===== src/design/b64d_pkg.sv =====
// ----------------------------------------------------------------------------
// b64d_pkg
// shared types and constants for the base64url stream decoder
// ----------------------------------------------------------------------------
package b64d_pkg;

  localparam int QUEUE_DEPTH = 4;
  localparam int QPTR_W      = $clog2(QUEUE_DEPTH);
  localparam int QCNT_W      = QPTR_W + 1;

  typedef enum logic [1:0] {
    ST_DATA     = 2'd0,
    ST_BAD_CHAR = 2'd1,
    ST_DANGLING = 2'd2
  } status_t;

  // one group request from front to back: one to three result items
  typedef struct packed {
    logic [7:0] byte0;
    logic [7:0] byte1;
    logic [7:0] byte2;
    logic [1:0] count;   // number of result items, 1..3
    status_t    status;
    logic       last;    // run_last of the final item of the group
  } group_rec_t;

endpackage


===== src/design/b64d_front.sv =====
// ----------------------------------------------------------------------------
// b64d_front
// maps characters to sextets, gathers groups and emits group requests
// ----------------------------------------------------------------------------
module b64d_front (
  input  logic                clk,
  input  logic                rst,
  input  logic                take,
  input  logic [7:0]          char_code,
  input  logic                end_of_string,
  output logic                rec_valid,
  output b64d_pkg::group_rec_t rec
);
  import b64d_pkg::*;

  logic [17:0] acc;
  logic [1:0]  cnt;
  logic        discarding;

  logic [17:0] acc_next;
  logic [1:0]  cnt_next;
  logic        discarding_next;

  logic        sx_ok;
  logic [5:0]  sx;
  logic [23:0] wide;
  logic [17:0] grown;

  function automatic logic [6:0] sextet_of(input logic [7:0] c);
    logic [6:0] r;
    r = '0;
    if (c >= 8'h41 && c <= 8'h5a) begin
      r = {1'b1, 6'(c - 8'h41)};
    end else if (c >= 8'h61 && c <= 8'h7a) begin
      r = {1'b1, 6'(c - 8'h61 + 8'd26)};
    end else if (c >= 8'h30 && c <= 8'h39) begin
      r = {1'b1, 6'(c - 8'h30 + 8'd52)};
    end else if (c == 8'h2d) begin
      r = {1'b1, 6'd62};
    end else if (c == 8'h5f) begin
      r = {1'b1, 6'd63};
    end
    return r;
  endfunction

  assign {sx_ok, sx} = sextet_of(char_code);
  assign wide  = {acc, sx};
  assign grown = wide[17:0];

  always_comb begin
    acc_next        = acc;
    cnt_next        = cnt;
    discarding_next = discarding;
    rec_valid       = 1'b0;
    rec             = '0;
    rec.status      = ST_DATA;
    if (discarding) begin
      if (end_of_string) begin
        discarding_next = 1'b0;
      end
    end else if (!sx_ok) begin
      acc_next        = '0;
      cnt_next        = '0;
      discarding_next = !end_of_string;
      rec_valid       = 1'b1;
      rec.count       = 2'd1;
      rec.status      = ST_BAD_CHAR;
      rec.last        = 1'b1;
    end else if (cnt == 2'd3) begin
      acc_next  = '0;
      cnt_next  = '0;
      rec_valid = 1'b1;
      rec.byte0 = wide[23:16];
      rec.byte1 = wide[15:8];
      rec.byte2 = wide[7:0];
      rec.count = 2'd3;
      rec.last  = end_of_string;
    end else if (!end_of_string) begin
      acc_next = grown;
      cnt_next = cnt + 2'd1;
    end else begin
      // final short group
      acc_next  = '0;
      cnt_next  = '0;
      rec_valid = 1'b1;
      rec.last  = 1'b1;
      unique case (cnt)
        2'd0: begin
          rec.count  = 2'd1;
          rec.status = ST_DANGLING;
        end
        2'd1: begin
          rec.count = 2'd1;
          rec.byte0 = grown[11:4];
        end
        default: begin
          rec.count = 2'd2;
          rec.byte0 = grown[17:10];
          rec.byte1 = grown[9:2];
        end
      endcase
    end
  end

  always_ff @(posedge clk) begin
    if (rst) begin
      acc        <= '0;
      cnt        <= '0;
      discarding <= 1'b0;
    end else if (take) begin
      acc        <= acc_next;
      cnt        <= cnt_next;
      discarding <= discarding_next;
    end
  end

endmodule


===== src/design/b64d_queue.sv =====
// ----------------------------------------------------------------------------
// b64d_queue
// short queue of group requests between front and back
// ----------------------------------------------------------------------------
module b64d_queue (
  input  logic                 clk,
  input  logic                 rst,
  input  logic                 wr_en,
  input  b64d_pkg::group_rec_t wr_data,
  input  logic                 rd_en,
  output b64d_pkg::group_rec_t rd_data,
  output logic                 full,
  output logic                 not_empty
);
  import b64d_pkg::*;

  group_rec_t          slots [QUEUE_DEPTH];
  logic [QPTR_W-1:0]   wr_ptr;
  logic [QPTR_W-1:0]   rd_ptr;
  logic [QCNT_W-1:0]   fill;

  logic do_wr;
  logic do_rd;

  assign full      = (fill == QCNT_W'(QUEUE_DEPTH));
  assign not_empty = (fill != '0);
  assign do_wr     = wr_en && !full;
  assign do_rd     = rd_en && not_empty;
  assign rd_data   = slots[rd_ptr];

  always_ff @(posedge clk) begin
    if (do_wr) begin
      slots[wr_ptr] <= wr_data;
    end
  end

  always_ff @(posedge clk) begin
    if (rst) begin
      wr_ptr <= '0;
      rd_ptr <= '0;
      fill   <= '0;
    end else begin
      if (do_wr) begin
        wr_ptr <= wr_ptr + QPTR_W'(1);
      end
      if (do_rd) begin
        rd_ptr <= rd_ptr + QPTR_W'(1);
      end
      if (do_wr && !do_rd) begin
        fill <= fill + QCNT_W'(1);
      end else if (do_rd && !do_wr) begin
        fill <= fill - QCNT_W'(1);
      end
    end
  end

endmodule


===== src/design/b64d_back.sv =====
// ----------------------------------------------------------------------------
// b64d_back
// splits group requests into single result items on the output register
// ----------------------------------------------------------------------------
module b64d_back (
  input  logic                 clk,
  input  logic                 rst,
  input  logic                 q_not_empty,
  input  b64d_pkg::group_rec_t q_data,
  output logic                 q_rd,
  input  logic                 pop,
  output logic                 empty,
  output logic [7:0]           out_byte,
  output logic [1:0]           status,
  output logic                 run_last
);
  import b64d_pkg::*;

  group_rec_t cur;
  logic       cur_valid;
  logic [1:0] idx;

  logic done_item;
  logic group_end;

  assign empty     = !cur_valid;
  assign done_item = cur_valid && pop;
  assign group_end = (idx == cur.count - 2'd1);
  // load a new group when idle or when the last item of this one leaves
  assign q_rd      = q_not_empty && (!cur_valid || (done_item && group_end));

  always_comb begin
    unique case (idx)
      2'd0:    out_byte = cur.byte0;
      2'd1:    out_byte = cur.byte1;
      default: out_byte = cur.byte2;
    endcase
  end

  assign status   = cur.status;
  assign run_last = cur.last && group_end;

  always_ff @(posedge clk) begin
    if (q_rd) begin
      cur <= q_data;
    end
  end

  always_ff @(posedge clk) begin
    if (rst) begin
      cur_valid <= 1'b0;
      idx       <= '0;
    end else if (q_rd) begin
      cur_valid <= 1'b1;
      idx       <= '0;
    end else if (done_item) begin
      if (group_end) begin
        cur_valid <= 1'b0;
        idx       <= '0;
      end else begin
        idx <= idx + 2'd1;
      end
    end
  end

endmodule


===== src/design/base64url_stream_decoder.sv =====
// ----------------------------------------------------------------------------
// base64url_stream_decoder
// unpadded base64url decoder, one character in, decoded bytes out
// ----------------------------------------------------------------------------
//  channel   handshake        payload
//  input     push / full      char_code[7:0], end_of_string
//  result    empty / pop      out_byte[7:0], status[1:0], run_last
//
//  one character is taken per cycle while full is low; full rises only when
//  the four-entry group queue between front and back is full
//  a group request leaves the back end as one to three result items, one per
//  cycle while pop is high; a request is registered in the queue, then in cur
//  rst is synchronous and clears the group, the discard flag and the queue
//  a stalled result side fills the queue and then holds off input via full
// ----------------------------------------------------------------------------
module base64url_stream_decoder (
  input  logic       clk,
  input  logic       rst,
  input  logic       push,
  output logic       full,
  input  logic [7:0] char_code,
  input  logic       end_of_string,
  output logic       empty,
  input  logic       pop,
  output logic [7:0] out_byte,
  output logic [1:0] status,
  output logic       run_last
);
  import b64d_pkg::*;

  logic       take;
  logic       rec_valid;
  group_rec_t rec;
  group_rec_t q_data;
  logic       q_rd;
  logic       q_not_empty;

  assign take = push && !full;

  b64d_front u_front (
    .clk           (clk),
    .rst           (rst),
    .take          (take),
    .char_code     (char_code),
    .end_of_string (end_of_string),
    .rec_valid     (rec_valid),
    .rec           (rec)
  );

  b64d_queue u_queue (
    .clk       (clk),
    .rst       (rst),
    .wr_en     (take && rec_valid),
    .wr_data   (rec),
    .rd_en     (q_rd),
    .rd_data   (q_data),
    .full      (full),
    .not_empty (q_not_empty)
  );

  b64d_back u_back (
    .clk         (clk),
    .rst         (rst),
    .q_not_empty (q_not_empty),
    .q_data      (q_data),
    .q_rd        (q_rd),
    .pop         (pop),
    .empty       (empty),
    .out_byte    (out_byte),
    .status      (status),
    .run_last    (run_last)
  );

endmodule


===== config.mk =====
export PLATFORM = sky130hd
export DESIGN_NAME = base64url_stream_decoder
export DESIGN_NICKNAME = d
export VERILOG_FILES = /design/src/design/b64d_pkg.sv /design/src/design/b64d_front.sv /design/src/design/b64d_queue.sv /design/src/design/b64d_back.sv /design/src/design/base64url_stream_decoder.sv
export SDC_FILE = /design/constraint.sdc
export NUM_CORES = 1
export LEC_CHECK = 0
export CORE_MARGIN = 4
export CORE_UTILIZATION = 57
export CTS_CLUSTER_DIAMETER = 200
export CTS_CLUSTER_SIZE = 14
export DETAILED_ROUTE_END_ITERATION = 8
export DONT_BUFFER_PORTS = 1
export GPL_TIMING_DRIVEN = 1
export PLACE_DENSITY = 0.75
export SLEW_MARGIN = 5
export SYNTH_ARGS = -nofsm -noshare
export SYNTH_HDL_FRONTEND = slang
export SYNTH_SLANG_ARGS = --single-unit
export TNS_END_PERCENT = 5

===== constraint.sdc =====
create_clock -name clk -period 3 [get_ports clk]
set_clock_uncertainty 0.15 [all_clocks]
set_input_delay 0 -clock clk [delete_from_list [all_inputs] [get_ports clk]]
set_output_delay 0 -clock clk [all_outputs]
set_load 0.02 [all_outputs]

Yosys cells after proc, flatten, opt, wreduce, memory -nomap -nowiden

Memory sizes are Yosys's and may differ from the RTL's. A register that Yosys moved wholly into a read port is not among the register bits.
Index checks and enable logic that the tools add are counted.
W data, S select, Z words.

Multiply operators: 0
Multiplexer cells: 41
Equal/unequal tests: 7
Div/mod/pow operators: 0
Order comparisons: 6
Bitwise logic cells: 1
$add $sub $neg: 12
Reductions and logical operators: 29
Shifts and indexed selects: 0

Operators with widths:

| cell                  | number |
|---|---|
| $mux W18              | 3 |
| $mux W7               | 5 |
| $mux W16              | 2 |
| $pmux W8 S2           | 2 |
| $mux W29              | 1 |
| $mux W24              | 1 |
| $ge A8 B7 Y1 const B  | 2 |
| $le A8 B7 Y1 const B  | 2 |
| $mux W2               | 8 |
| $mux W8               | 2 |
| $logic_and A1 B1 Y1   | 13 |
| $mux W1               | 13 |
| $sub A6 B6 Y6 const B | 2 |
| $mux W5               | 2 |
| $add A2 B1 Y2 const B | 4 |
| $eq A8 B6 Y1 const B  | 1 |
| $eq A8 B7 Y1 const B  | 1 |
| $ge A8 B6 Y1 const B  | 1 |
| $le A8 B6 Y1 const B  | 1 |
| $add A6 B5 Y6 const B | 1 |
| $add A6 B6 Y6 const B | 1 |
| $mux W3               | 2 |
| $reduce_bool A2 Y1    | 3 |
| $sub A6 B1 Y6 const B | 1 |
| 14 further kinds      | 22 |

Register bits after elaboration: 31
Memory bits (read-only): 0
Bits of input ports: 13
Output and inout port bits: 13
Memories kept: 1
Bits in latches: 0
RAM bits: 116
Word-level logic and storage cells: 105

Memory list:

| memory        | depth | bits a word | rd ports | clocked after memory_dff | wr ports | line             | source |
|---|---|---|---|---|---|---|---|
| u_queue.slots | 4     | 29          | 1        | 1                        | 1        | b64d_queue.sv:17 | `group_rec_t slots [QUEUE_DEPTH];` |

Longest topological paths before layout

Gate-level depths: netlist of the first run.

Word-level depth: 14
Mapped depth: 13

Modules after synthesis

A second synthesis of the first run with hierarchy kept.

Cell total of the unflattened synthesis: 532
Area, all modules: 7831.3 sq um

By module, submodules not included:

| module                   | area an instance (sq um) | cells an instance | times used | seq. area each (sq um) |
|---|---|---|---|---|
| b64d_queue               | 4662.0                   | 199               | 1          | 3663.5 |
| b64d_front               | 1916.8                   | 248               | 1          | 420.4 |
| b64d_back                | 1237.4                   | 83                | 1          | 930.9 |
| base64url_stream_decoder | 15.0                     | 2                 | 1          | 0.0 |

Worst setup path after synthesis of the first run

Ideal clock, no wire load.

Path kind: reg-to-reg
Start point: register u_back.cur[4] (netlist name)
End point: register u_queue.fill[2]
Data required time: 2779 ps
Setup time: 71 ps
Buffers on the path: 0
Arrival time: 2969 ps
Cell stages (with the launch flop): 12
Slack: -190 ps
Cell sequence: edfxtp_1 > xnor2_1 > mux2i_1 > o21ai_0 > o31a_1 > inv_1 > ha_1 > inv_1 > fa_1 > xor2_1 > or3_1 > a21oi_1

Word-level cells in the longest chain between the ends: 9
Elaborated cells between the ends (all ways): 11
Those cells by class: add/sub: 1; eq/ne: 1; mux: 1; reduce/logical: 8

Ends and longest elaborated chain:

| what                                                 | line                           | source |
|---|---|---|
| $sub A2 B1 Y2 *                                      | b64d_back.sv:28                | `assign group_end = (idx == cur.count - 2'd1);` |
| $eq A2 B2 Y1 *                                       | b64d_back.sv:28                |  |
| $logic_and A1 B1 Y1 *                                | b64d_back.sv:30                | `assign q_rd = q_not_empty && (!cur_valid \|\| (done_item && group_end));` |
| $logic_or A1 B1 Y1 *                                 | b64d_back.sv:30                |  |
| $logic_and A1 B1 Y1 *                                | b64d_back.sv:30                |  |
| named net q_rd                                       | base64url_stream_decoder.sv:35 | `logic q_rd;` |
| $logic_and A1 B1 Y1 *                                | b64d_queue.sv:28               | `assign do_rd = rd_en && not_empty;` |
| $logic_not A1 Y1                                     | b64d_queue.sv:49               | `if (do_wr && !do_rd) begin` |
| $logic_and A1 B1 Y1                                  | b64d_queue.sv:49               |  |
| $mux W3 / $reduce_bool A2 Y1 (equally long branches) | --                             |  |
| end signal: assignment                               | b64d_queue.sv:50               | `fill <= fill + QCNT_W'(1);` |
| end signal: assignment                               | b64d_queue.sv:52               | `fill <= fill - QCNT_W'(1);` |
| end: declaration                                     | b64d_queue.sv:20               | `logic [QCNT_W-1:0] fill;` |

The timed path passes the listed nets; every way through them passes the cells marked *.
A chain may end at the register's enable or synchronous reset.

Worst setup path in the final report of the first run

Start point: register u_back.cur[4] (netlist name)
End point: register u_queue.fill[2]

Word-level cells in the longest chain between the ends: 9
Elaborated cells between the ends (all ways): 11
Those cells by class: add/sub: 1; eq/ne: 1; mux: 1; reduce/logical: 8

Ends and longest elaborated chain:

| what                                                 | line |
|---|---|
| $sub A2 B1 Y2 *                                      | b64d_back.sv:28 |
| $eq A2 B2 Y1 *                                       | b64d_back.sv:28 |
| $logic_and A1 B1 Y1 *                                | b64d_back.sv:30 |
| $logic_or A1 B1 Y1 *                                 | b64d_back.sv:30 |
| $logic_and A1 B1 Y1 *                                | b64d_back.sv:30 |
| named net q_rd                                       | base64url_stream_decoder.sv:35 |
| $logic_and A1 B1 Y1 *                                | b64d_queue.sv:28 |
| $logic_not A1 Y1                                     | b64d_queue.sv:49 |
| $logic_and A1 B1 Y1                                  | b64d_queue.sv:49 |
| $mux W3 / $reduce_bool A2 Y1 (equally long branches) | -- |

Marks and branches as above.

==> qor_table.md, run 1 <==
| Metric | Value |
|---|---|
| Critical path start-end classification | flip-flop to flip-flop |
| TritonCTS clock tree | built |
| Biggest area consumer among synthesized cells | sky130_fd_sc_hd__edfxtp_1 |
| Remaining antenna violation count | 0 |
| Most frequently used cell type in the post-synthesis netlist | sky130_fd_sc_hd__edfxtp_1 |
| Synthesized area per cell | 14.5 µm² |
| Fillcell total | 876 |
| Post-Synthesis Cell Area | 7520 µm² |
| Post-route clock period utilization | 93.0% |
| Crit-path max FO | 3 |
| Root Driver | sky130_fd_sc_hd__clkbuf_16 |
| Register clock-pin slew on the reported worst setup and hold paths | 0.06 ns |
| Vias in the first global route | 4549 |
| Proportion of netlist area held by the largest area contributor | 57.9% |
| Share of the yosys chip area belonging to registers | 66.1% |
| Number of clock sinks | 176 |
| I/O pin count | 26 |
| Post-synthesis register bit count | 176 |
| Post-Place Setup Slack | 0.133 ns |
| Initial Utilization | 58.9% |
| Kind of cell with the highest combined delay on the critical path | adder cells |
| Arrival time reported for the critical path endpoint | 2.98 ns |
| Peak per-stage delay on the critical path | 0.43 ns |
| Placer Congestion | 0.872 |
| Cell chain of the critical path | xnor2_2, mux2i_2, o21ai_1, o31a_2, inv_1, ha_1, inv_1, fa_1, xor2_1, or3_1, a21oi_1 |
| Largest net degree at the start of global routing | 34 |
| Total power per unit cell area | 776 nW/µm² |
| Count of routing violations after the opening detailed-route iteration | 403 |
| Global-route wire length before repair | 24.6 mm |
| Count of warnings emitted by yosys | 0 |
| H-tree level count | 4 |
| Reg2Reg Launch Point | u_back.cur[4] |
| Min Tclk post-route | 2.79 ns |
| Worst-skew pair later-pin latency | 0.42 ns |
| Worst Max-Slew Pin Slew | 1.09 ns |
| Synthesized Nets | 551 |
| Most area-consuming cells after synthesis | sky130_fd_sc_hd__edfxtp_1 (58%), sky130_fd_sc_hd__mux4_2 (8.7%), sky130_fd_sc_hd__dfxtp_1 (8.3%), sky130_fd_sc_hd__ha_1 (3.0%), sky130_fd_sc_hd__nor2_1 (2.5%) |
| Number of nets at the end of the flow | 578 |
| Final count of negative-setup-slack endpoints | 0 |
| Die area | 15100 µm² |
| Type of origin of the critical path | flip-flop |
| Final number of max-transition violations | 0 |
| Detailed-route wire length per cell | 20.6 µm |
| Number of instances in the synthesized netlist | 519 |
| Post-synth EDFFs | 145 |
| Initial antenna violation count | 0 |
| Required time of the worst setup path | 3.19 ns |
| Classification of the worst-slack hold path | primary input to flip-flop |
| Slowest library cell on the worst path | sky130_fd_sc_hd__fa_1 |
| GRT overflow | 0 |
| Proportion of synthesized flip-flops having asynchronous set or reset | 0% |
| Num rows | 41 |
| Crit path buf inv count | 2 |
| Total power | 6.61 mW |
| # Max-Cap Violations | 0 |
| Clock buffers created by TritonCTS | 17 |
| Startpoint of the tightest hold check path | char_code[4] |
| Headroom to the max-slew limit | 27.0% |
| DIE WIDTH | 123 µm |
| Startpoint of the most critical setup path | u_back.cur[4] |
| Worst-case clock buffer depth | 2 |
| Number of detailed-routing iterations run before antenna repair | 5 |
| Hold Fails Final Rpt | 0 |
| Vias post-DR | 4409 |
| Post-detailed-routing wire length | 15.0 mm |
| Lkg Pwr | 2.81 nW |
| Via-to-Cell Ratio | 6.03 |
| Most repeated library cell on the critical path | sky130_fd_sc_hd__inv_1 |
| Final worst setup slack | 0.211 ns |
| Top cell types by occurrence after synthesis | sky130_fd_sc_hd__edfxtp_1 (145), sky130_fd_sc_hd__nor2_1 (51), sky130_fd_sc_hd__nand2_1 (38), sky130_fd_sc_hd__dfxtp_1 (31), sky130_fd_sc_hd__mux4_2 (29) |
| Port buffer count | 0 |
| DRC violations left | 0 |
| Die extent in y | 123 µm |
| Kind of capture point of the worst setup path | flip-flop |
| Total global-route track usage | 21.9% |
| P&R area growth vs syn | 13.3% |
| Fraction of layout instances using a drive strength above 1 | 15.9% |
| Most common flop cell mapped by yosys | sky130_fd_sc_hd__edfxtp_1 |
| ANT cells | 0 |
| Result of the run | finished, final reports clean |
| Post-detail-place hpwl | 9.36 mm |
| Maximum clock rate | 359 MHz |
| Number of different library cells in the post-synthesis netlist | 54 |
| Maximum VDD drop | 0.392 mV |
| Core ar. | 12800 µm² |
[per-layer routing]
layer | up-vias | wire [µm] | GRT usage, %
met1 | 2180 | 6280 | 28.3
met2 | 156 | 7510 | 36.0
met4 | 0 | 490 | 10.5
li1 | 2039 | - | -
met5 | - | 0 | 0
met3 | 34 | 748 | 4.06
[logic make-up after synthesis]
kind of cell / after synthesis / share of synthesized area [%]
AO/OA/AOI/OAI: 98 / 8.95
XOR/XNOR: 5 / 0.582
adder cells (fa/ha/maj): 19 / 3.26
buffers and inverters: 45 / 2.48
flip-flops: 176 / 66.1
multiplexers: 38 / 9.90
AND/OR/NAND/NOR: 138 / 8.68
[layout make-up]
cell class / instances / area, µm² / share of cell area (%)
timing repair buffer: 33 / 335 / 3.93
inverter: 20 / 75.1 / 0.881
sequential: 176 / 4980 / 58.4
clock inverter: 13 / 114 / 1.34
multi-input combinational: 298 / 2380 / 27.9
clock buffer: 19 / 433 / 5.08
tap: 172 / 215 / 2.52
[registers in the layout (all words and copies together) (netlist names)]
| signal | count |
|---|---|
| u_queue.slots | 116 |
| u_back.cur | 27 |
| u_front.acc | 18 |
| u_queue.fill | 3 |
| u_back.idx | 2 |
| u_back.status | 2 |
| u_front.cnt | 2 |
| u_queue.rd_ptr | 2 |
| u_queue.wr_ptr | 2 |
| u_back.cur_valid | 1 |
| u_front.discarding | 1 |
[final timing paths]
kind / endpoint / slack (ns) / cells past startpoint
setup / recovery: u_queue.fill[2] / 0.21 / 11
hold / removal: u_queue.slots[2][1] / 0.04 / 4
setup reg to reg: u_queue.fill[2] / 0.21 / 11
hold reg to reg: u_front.acc[16] / 0.36 / 2
[worst reg2reg max path: stages, from the launching register on]
cell and delay, ns:
sky130_fd_sc_hd__edfxtp_1 0.41, sky130_fd_sc_hd__xnor2_2 0.21, sky130_fd_sc_hd__mux2i_2 0.30, sky130_fd_sc_hd__o21ai_1 0.13, sky130_fd_sc_hd__o31a_2 0.14, sky130_fd_sc_hd__inv_1 0.07, sky130_fd_sc_hd__ha_1 0.17, sky130_fd_sc_hd__inv_1 0.07
sky130_fd_sc_hd__fa_1 0.43, sky130_fd_sc_hd__xor2_1 0.18, sky130_fd_sc_hd__or3_1 0.31, sky130_fd_sc_hd__a21oi_1 0.15
[per-stage QoR]
step	utilization, %	cells	cell area (µm²)	setup TNS [ns]	hold WS [ns]
6_report	66.7	731	8520	0	0.0357
5_1_grt	66.7	731	8520	-0.00755	0.0565
4_1_cts	66.6	730	8500	0	0.0194
3_5_place_dp	61.1	683	7800	0	-0.0756
3_3_place_gp	61.1	683	7800	0	-0.0817
2_1_floorplan	-	519	7520	0	-0.0534
[power breakdown]
| part | switching [mW] | internal [mW] | total, mW |
|---|---|---|---|
| Combinational | 0.791 | 0.520 | 1.31 |
| Sequential | 0.150 | 3.11 | 3.26 |
| Clock | 0.898 | 1.14 | 2.04 |
| Total | 1.84 | 4.77 | 6.61 |
[layout by cell type, fill, tap and decap left out, drive strengths merged, types with 9 or more instances in the layout]
cell | synthesis | routed
dlygate4sd3 | 0 | 15
edfxtp | 145 | 145
a22oi | 23 | 23
a21oi | 21 | 21
nor2 | 51 | 51
inv | 19 | 21
o21ai | 25 | 25
mux4 | 29 | 29
ha | 18 | 18
clkbuf | 14 | 19
nand2 | 38 | 38
clkinv | 1 | 9
dfxtp | 31 | 31
buf | 11 | 18
[what timing repair did]
| action | CTS | global route |
|---|---|---|
| hold buffers | 15 | 0 |
| endpoints found under the hold margin | 51 | 0 |
| buffers inserted | 0 | 1 |
| resized for setup | 0 | 6 |
| setup endpoints to repair | 0 | 1 |
Power figures use the tool's default switching activity.
==> run 2, diff against run 1 <==
Settings changed: CAP_MARGIN set to 20, CORE_UTILIZATION 57 to 50, PLACE_DENSITY 0.75 to 0.68.
==> run 2 against run 1 <==
Global-route usage shrank 3.8 points. Combinational power is essentially flat. Critical path depth grew 3. Cell count grew 1.4%. Sequential power is essentially flat. Worst setup slack lost 0.043 ns. Flip-flop and latch count is the same. First-iteration DRC count shrank 16%. Non-clock buffer count shrank 2. Critical path type is now primary input to flip-flop.
==> qor_table.md, run 2 (synthesis gave the netlist of run 1 again) <==
| Metric | Value | Delta |
|---|---|---|
| Root Driver | sky130_fd_sc_hd__clkbuf_16 |  |
| Initial antenna violation count | 0 | unchanged |
| Total power | 6.73 mW | +1.7% |
| Min Tclk post-route | 2.83 ns | +0.0434 ns |
| TritonCTS clock tree | built |  |
| Largest register by flop count | u_queue.slots |  |
| P&R area growth vs syn | 14.0% |  |
| Final count of negative-setup-slack endpoints | 0 | unchanged |
| Number of clock sinks | 176 | unchanged |
| Slowest library cell on the worst path | sky130_fd_sc_hd__dlygate4sd3_1 |  |
| Post-route clock period utilization | 94.4% | +1.4 points |
| Total global-route track usage | 18.1% | -3.8 points |
| Count of routing violations after the opening detailed-route iteration | 339 | -16% |
| Combined area of the multi-input logic cells | 2380 µm² | about the same |
| Headroom to the max-slew limit | 51.7% | +25 points |
| Post-detailed-routing wire length | 14.7 mm | -2.0% |
| Core ar. | 14600 µm² | +15% |
| Die extent in y | 131 µm | +6.3% |
| Setup tns final | 0 ns | unchanged |
| Most frequent standard cell in the layout excluding fill and tap cells | sky130_fd_sc_hd__edfxtp_1 |  |
| Sequential fraction of design power | 48.6% | -0.7 points |
| Combinational fraction of design power | 19.5% | -0.3 points |
| ANT cells | 0 | unchanged |
| Unrepaired setup endpoints after global routing | false |  |
| Lkg Pwr | 2.83 nW | +0.43% |
| Port buffer count | 0 | unchanged |
| Switching Fraction | 26.6% | -1.2 points |
| Maximum VDD drop | 0.394 mV | +0.52% |
| Kind of cell with the highest combined delay on the critical path | adder cells |  |
| Post-route cell area | 8570 µm² | +0.57% |
| Via-to-Cell Ratio | 5.91 | -2.0% |
| Peak per-stage delay on the critical path | 0.58 ns | +0.15 ns |
| DRC violations left | 0 | unchanged |
| Register clock-pin slew on the reported worst setup and hold paths | 0.06 ns | about the same |
| H-tree level count | 4 | unchanged |
| Most repeated library cell on the critical path | sky130_fd_sc_hd__ha_2 |  |
| Worst Max-Slew Pin Slew | 0.721 ns | -0.370 ns |
| Crit path buf inv count | 3 | +1 |
| Initial Utilization | 51.4% | -7.5 points |
| Required time of the worst setup path | 3.20 ns | about the same |
| Vias in the first global route | 4423 | -2.8% |
| Reg2Reg Launch Point | u_back.cur[4] |  |
| Critical path start-end classification | primary input to flip-flop |  |
| Post-Place Setup Slack | 0.134 ns | +0.00106 ns |
| Crit-path max FO | 6 | +3 |
| Arrival time reported for the critical path endpoint | 3.03 ns | +0.05 ns |
| Remaining antenna violation count | 0 | unchanged |
| # Max-Cap Violations | 0 | unchanged |
| Placed Cells incl. Taps | 695 | +1.8% |
| Final worst setup slack | 0.167 ns | -0.0434 ns |
| Die area | 17100 µm² | +13% |
| Number of detailed-routing iterations run before antenna repair | 5 | unchanged |
| I/O pin count | 26 | unchanged |
| Register area | 4980 µm² | unchanged |
| Clock network power share | 31.9% | +1.0 points |
| Most frequent cells in the layout | sky130_fd_sc_hd__edfxtp_1 (145), sky130_fd_sc_hd__nor2_1 (51), sky130_fd_sc_hd__nand2_1 (38) |  |
| Cell area after placement | 7830 µm² | +0.35% |
| Final number of max-transition violations | 0 | unchanged |
| Placer Congestion | 0.872 | about the same |
| Startpoint of the tightest hold check path | char_code[4] |  |
| Fraction of layout instances using a drive strength above 1 | 15.6% | -0.30 points |
| Num rows | 44 | +7.3% |
| Worst-skew pair later-pin latency | 0.42 ns | about the same |
| Startpoint of the most critical setup path | char_code[2] |  |
| GRT overflow | 0 | unchanged |
| Number of nets at the end of the flow | 576 | -0.35% |
| Largest register FFs | 116 | unchanged |
| Total power per unit cell area | 785 nW/µm² | +1.2% |
| Hold Fails Final Rpt | 0 | unchanged |
| Maximum clock rate | 353 MHz | -1.5% |
| Psw | 1.79 mW | -2.6% |
| Fin Hold WS | 0.0327 ns | -0.00304 ns |
| Non-filler instance count after layout | 741 | +1.4% |
| Cell chain of the critical path | dlygate4sd3_1, inv_2, ha_2, nor2b_1, a2bb2oi_2, o21a_2, nand2_1, a21oi_2, ha_2, inv_1, fa_1, xor2_1, or3_1, a21oi_1 |  |
| Post-detail-place hpwl | 9.24 mm | -1.3% |
| Detailed-route wire length per cell | 19.9 µm | -3.3% |
| DIE WIDTH | 131 µm | +6.3% |
| Largest net degree at the start of global routing | 34 | unchanged |
| Clock buffers created by TritonCTS | 17 | unchanged |
| Result of the run | finished, final reports clean |  |
| Fillcell total | 1116 | +27% |
| Classification of the worst-slack hold path | primary input to flip-flop |  |
| Leading registers by flop count | u_queue.slots (116), u_back.cur (27), u_front.acc (18) |  |
| Vias post-DR | 4378 | -0.70% |
| Type of origin of the critical path | primary input |  |
| Kind of capture point of the worst setup path | flip-flop |  |
| Share of the core filled with cells | 58.5% | -8.2 points |
| Internal Power | 4.94 mW | +3.4% |
| Global-route wire length before repair | 23.1 mm | -6.3% |
| Worst-case clock buffer depth | 2 | unchanged |
-- run 2: changes by cell type in the layout (fill, tap and decap cells not counted), sizes merged, moves of 2 or more --
| cell | before | now |
|---|---|---|
| dlygate4sd3 | 15 | 11 |
| bufinv | 1 | 3 |
| clkinv | 9 | 7 |
| inv | 21 | 19 |
-- run 2: repair_timing --
item                       in CTS  in global routing
setup endpoints to repair       0                  1
buffers inserted                0                  1
hold buffers                   12                  0
resized for setup               0                  8
hold endpoints to repair       51                  0
-- run 2: final cells by class --
| cell class | instances | share of cell area, % |
|---|---|---|
| flip-flops and latches | 176 | 58.0 |
| multi-input cells | 298 | 27.7 |
| clock buffers | 20 | 5.09 |
| repair buffers | 31 | 3.91 |
| well taps | 184 | 2.69 |
| clock inverters | 12 | 1.66 |
| inverters | 20 | 0.876 |
-- run 2: per-layer routing --
layer | up-vias | track usage (%) | wire length (µm) | part of all wire [%]
met2 | 128 | 29.0 | 7280 | 49
met5 | - | 0 | 0 | 0
met3 | 22 | 3.70 | 671 | 4.6
li1 | 2028 | - | - | -
met4 | 0 | 8.41 | 369 | 2.5
met1 | 2200 | 24.0 | 6410 | 43
-- run 2: path summary, 6_finish.rpt --
kind | end | slack [ns] | cells past startpoint
setup / recovery | u_queue.fill[2] | 0.17 | 14
hold / removal | u_queue.slots[3][1] | 0.03 | 4
setup reg to reg | u_queue.fill[2] | 0.18 | 11
hold reg to reg | u_front.acc[16] | 0.36 | 2
-- run 2: tightest hold or removal path, cell delays in order --
cell and delay (ns):
sky130_fd_sc_hd__o21a_1 0.14, sky130_fd_sc_hd__o21ai_2 0.07, sky130_fd_sc_hd__nand2_1 0.12, sky130_fd_sc_hd__nor2_1 0.10
-- run 2: power by group through the flow --
stage,clock [mW],sequential (mW),combinational (mW)
after global routing,2.29,3.31,1.42
final,2.15,3.27,1.31
after detailed placement,0,3.33,1.30
after CTS,2.19,3.28,1.33
after global placement,0,3.30,1.27
after floorplan,0,3.25,1.02
